<file path="src/rtl/core/plin_ram.sv">
// Generic single-write, single-read RAM with registered read data.
`default_nettype none
module plin_ram #(
	parameter int WIDTH = 64,
	parameter int DEPTH = 64
) (
	input  wire                       clk,
	input  wire                       we,
	input  wire [$clog2(DEPTH)-1:0]   waddr,
	input  wire [WIDTH-1:0]           wdata,
	input  wire                       re,
	input  wire [$clog2(DEPTH)-1:0]   raddr,
	output logic [WIDTH-1:0]          rdata
);

	logic [WIDTH-1:0] mem [DEPTH];
	logic [WIDTH-1:0] rdata_q;

	always_ff @(posedge clk) begin
		if (we) begin
			mem[waddr] <= wdata;
		end
		if (re) begin
			rdata_q <= mem[raddr];
		end
	end

	assign rdata = rdata_q;

endmodule
`default_nettype wire

</file>
<file path="config.mk">
export PLATFORM = sky130hd
export DESIGN_NAME = plin_ram
export DESIGN_NICKNAME = d
export VERILOG_FILES = /design/src/rtl/core/plin_ram.sv
export SDC_FILE = /design/constraint.sdc
export NUM_CORES = 2
export LEC_CHECK = 0
export ABC_CLOCK_PERIOD_IN_PS = 5630
export BUFFER_PORTS_ARGS = -buffer_cell sky130_fd_sc_hd__buf_2
export CAP_MARGIN = 20
export CORE_ASPECT_RATIO = 2
export CORE_UTILIZATION = 45
export DETAILED_ROUTE_END_ITERATION = 7
export PLACE_DENSITY = 0.64
export SLEW_MARGIN = 25
export SYNTH_ARGS = -nofsm -noshare
export SYNTH_HDL_FRONTEND = slang
export SYNTH_SLANG_ARGS = --single-unit
</file>
<file path="constraint.sdc">
create_clock -name clk -period 5.63 [get_ports clk]
set_input_delay 0.2815 -clock clk [delete_from_list [all_inputs] [get_ports clk]]
set_output_delay 0.2815 -clock clk [all_outputs]
set_load 0.005 [all_outputs]
</file>
==> results.py <==
metrics = {
    "global_routing": {
        "grt_pass1_wl_microns": 631000,
        "grt_pass1_vias": 77900,
        "antenna_found_initial": 49,
        "grt_overflow_total": 0,
        "track_usage": 0.263,
        "grt_max_degree": 100,
    },
    "worst_setup_path": {
        "critPathCaptureType": "register",
        "critPathMaxStageDelay_ns": 0.68,
        "critPathKind": "in2reg",
        "path_buf_inv": 2,
        "cp_max_fo": 89,
        "slowest_stage": "buf_12",
        "critPathRequiredTime_ns": 6.25,
        "crit_family": "buffers and inverters",
        "path_cells": "buf_12 > buf_4 > mux4_2 > mux2i_1 > o22ai_1 > a41oi_1 > a211oi_1",
        "cp.arrival_ns": 3.28,
        "worstSetupStartpointType": "input port",
    },
    "power": {
        "combPwrFrac": 0.049,
        "seqPwrFrac": 0.565,
        "power_uw": 61000,
        "switchingPower_uw": 13000,
        "p_clk_frac": 0.386,
        "p_sw_frac": 0.214,
        "ir_worst_vdd_uv": 307,
        "intPower_uw": 48000,
        "power_density_mw_per_mm2": 346,
        "p_leak_uw": 0.0543,
    },
    "drt": {
        "first_pass_iters": 8,
        "avgViaCountPerCell": 6.40,
        "dr.first_iter.drc_count": 9906,
        "drtAntennaViolNets": 0,
        "via_count": 76400,
        "routedWlPerCell_microns": 38.6,
        "drc_errors": 0,
        "routed_wl_microns": 461000,
    },
    "clock_tree": {
        "cts_tree": "done",
        "cts_made_buffers": 342,
        "cts_sinks": 4160,
        "clkSlewWorstSetupHoldPaths_ns": 0.07,
        "worstSkewPairLatency_ns": 0.95,
        "cts_setup_buffers": 0,
        "htree_levels": 5,
        "cts_resized": 0,
        "cts-root-buf": "clkbuf_16",
        "hold_buffers": 2,
        "clock_path_buffers": 4,
    },
    "synthesis": {
        "synth_area_sq_mm": 0.157,
        "avgSynthCellArea_sq_um": 23.8,
        "yosysMostFrequentCell": "edfxtp_1",
        "synth_fp_nets": 6677,
        "synth_top_cell_by_area": "edfxtp_1",
        "yosys_warnings": 0,
        "synth_edf_count": 4160,
        "synth_top_area_frac": 0.796,
        "ys_ff_latch": 4160,
        "netlist_instances": 6598,
        "synth_cell_types": 32,
        "synth_top_cells_by_count": "edfxtp_1 (4,160), mux4_2 (1,024), buf_2 (170)",
        "async_reset_ff_frac": 0,
        "yosys-top-cells-area": "edfxtp_1 (80%), mux4_2 (15%), mux2i_1 (0.86%), a22oi_1 (0.80%), buf_2 (0.54%)",
        "synthFlopType": "edfxtp_1",
        "synth_seq_area_share": 0.796,
    },
    "sta": {
        "finalCriticalPeriod_ns": 2.65,
        "hold_viol": 0,
        "final_max_slew_viol_count": 0,
        "rsz0062_at_grt": "no",
        "setup_viol": 0,
        "period_share": 0.471,
        "fin_tns_setup_ns": 0,
        "finClkSkew_ns": 0.0476,
        "relSlewSlack": 0.198,
        "fmax_mhz": 377,
        "tightest_slew_ns": 1.20,
    },
    "die": {
        "die_w_microns": 420,
        "coreArea_sq_mm": 0.347,
        "initial_utilization": 0.452,
        "io_pins": 143,
        "fp-row-count": 306,
        "die_area_sq_mm": 0.351,
        "die_h_microns": 837,
    },
    "placement": {
        "io_buffers": 142,
        "dp_hpwl_microns": 259000,
        "gp_congestion": 0.809,
    },
    "final_layout": {
        "drive_above_1_share": 0.275,
        "nets": 7105,
        "area_growth_pct": 12.4,
    },
    "min_path": {
        "hp-class": "in2reg",
    },
    "outcome": {
        "outcome": "finished clean",
    },
    "run": {
        "drv_cap": 0,
    },
}
## through the flow
stage / setup WS [ns] / hold WS (ns) / util / cell area (sq um) / instances
after floorplan: 1.32 / 0.380 / - / 157000 / 6598
after detailed placement: 1.95 / 0.710 / 0.475 / 165000 / 11300
after global routing: 2.82 / 0.100 / 0.508 / 176000 / 11900
after global placement: 1.91 / 0.703 / 0.475 / 165000 / 11200
final: 2.98 / 0.0745 / 0.508 / 176000 / 11900
after CTS: 2.96 / 0.0169 / 0.506 / 176000 / 11900
## layer usage
layer | vias up | global-route usage | routed length [microns]
met5 | - | 0 | 53
li1 | 29300 | - | -
met2 | 4167 | 0.473 | 248000
met4 | 8 | 0.136 | 27200
met3 | 1095 | 0.0334 | 34400
met1 | 41800 | 0.304 | 151000
## power by group through the flow
stage	Combinational, uW	Sequential [uW]	Clock, uW
finish	2970	34500	23600
global placement	2890	35200	0
CTS	2950	34500	23800
floorplan	1600	35100	0
detailed placement	2950	35200	0
global route	3110	34500	24800
## sequential cells by signal (all words and copies together) (netlist names)
register / cells
rdata: 64
mem: 4096
## final cells by class
type                       instances  area (sq um)
tap                             4620          5780
timing repair buffer             454          4090
multi-input combinational       2049         30800
inverter                          19          71.3
clock inverter                   198          1730
antenna                           34          85.1
clock buffer                     410          8940
sequential                      4160        125000
fill                           26800        171000
## layout by cell type, fill, tap and decap left out, drive strengths merged, types with 2 or more instances in the layout
cell and n:
nand3 45, inv 27, nand2 58, o22ai 83, nand2b 11, buf 406
bufinv 25, a211oi 63, or3 29, mux2i 135, nand3b 2, mux4 1024
clkinvlp 19, nor3 2, or2 28, clkbuf 410, and2 3, a41oi 26
a2bb2oi 19, clkinv 146, nand4 2, dlygate4sd3 48, o221ai 38, a31oi 18
nor2b 28, a22oi 168, a22o 88, and3 64, edfxtp 4160, nor2 112
diode 34
## kinds of logic (layout without fill, tap and decap cells)
kind of cell | count (synthesis) | after routing | share of synthesized area
DFF | 4160 | 4160 | 0.796
muxes | 1159 | 1159 | 0.156
AOI/OAI and AO/OA | 504 | 504 | 0.0247
buffers and inverters | 389 | 1081 | 0.0118
and+or+nand+nor | 386 | 386 | 0.0123
other | 0 | 34 | 0
## worst paths after layout
check	from	to	slack, ns	cells after the start
max	raddr[0]	rdata[37]	2.98	7
min	wdata[36]	mem[42][36]	0.07	1
max reg2reg	mem[36][53]	rdata[53]	3.41	4
min reg2reg	mem[46][50]	rdata[50]	0.92	4
No activity file was read; power rests on OpenSTA's default activity.
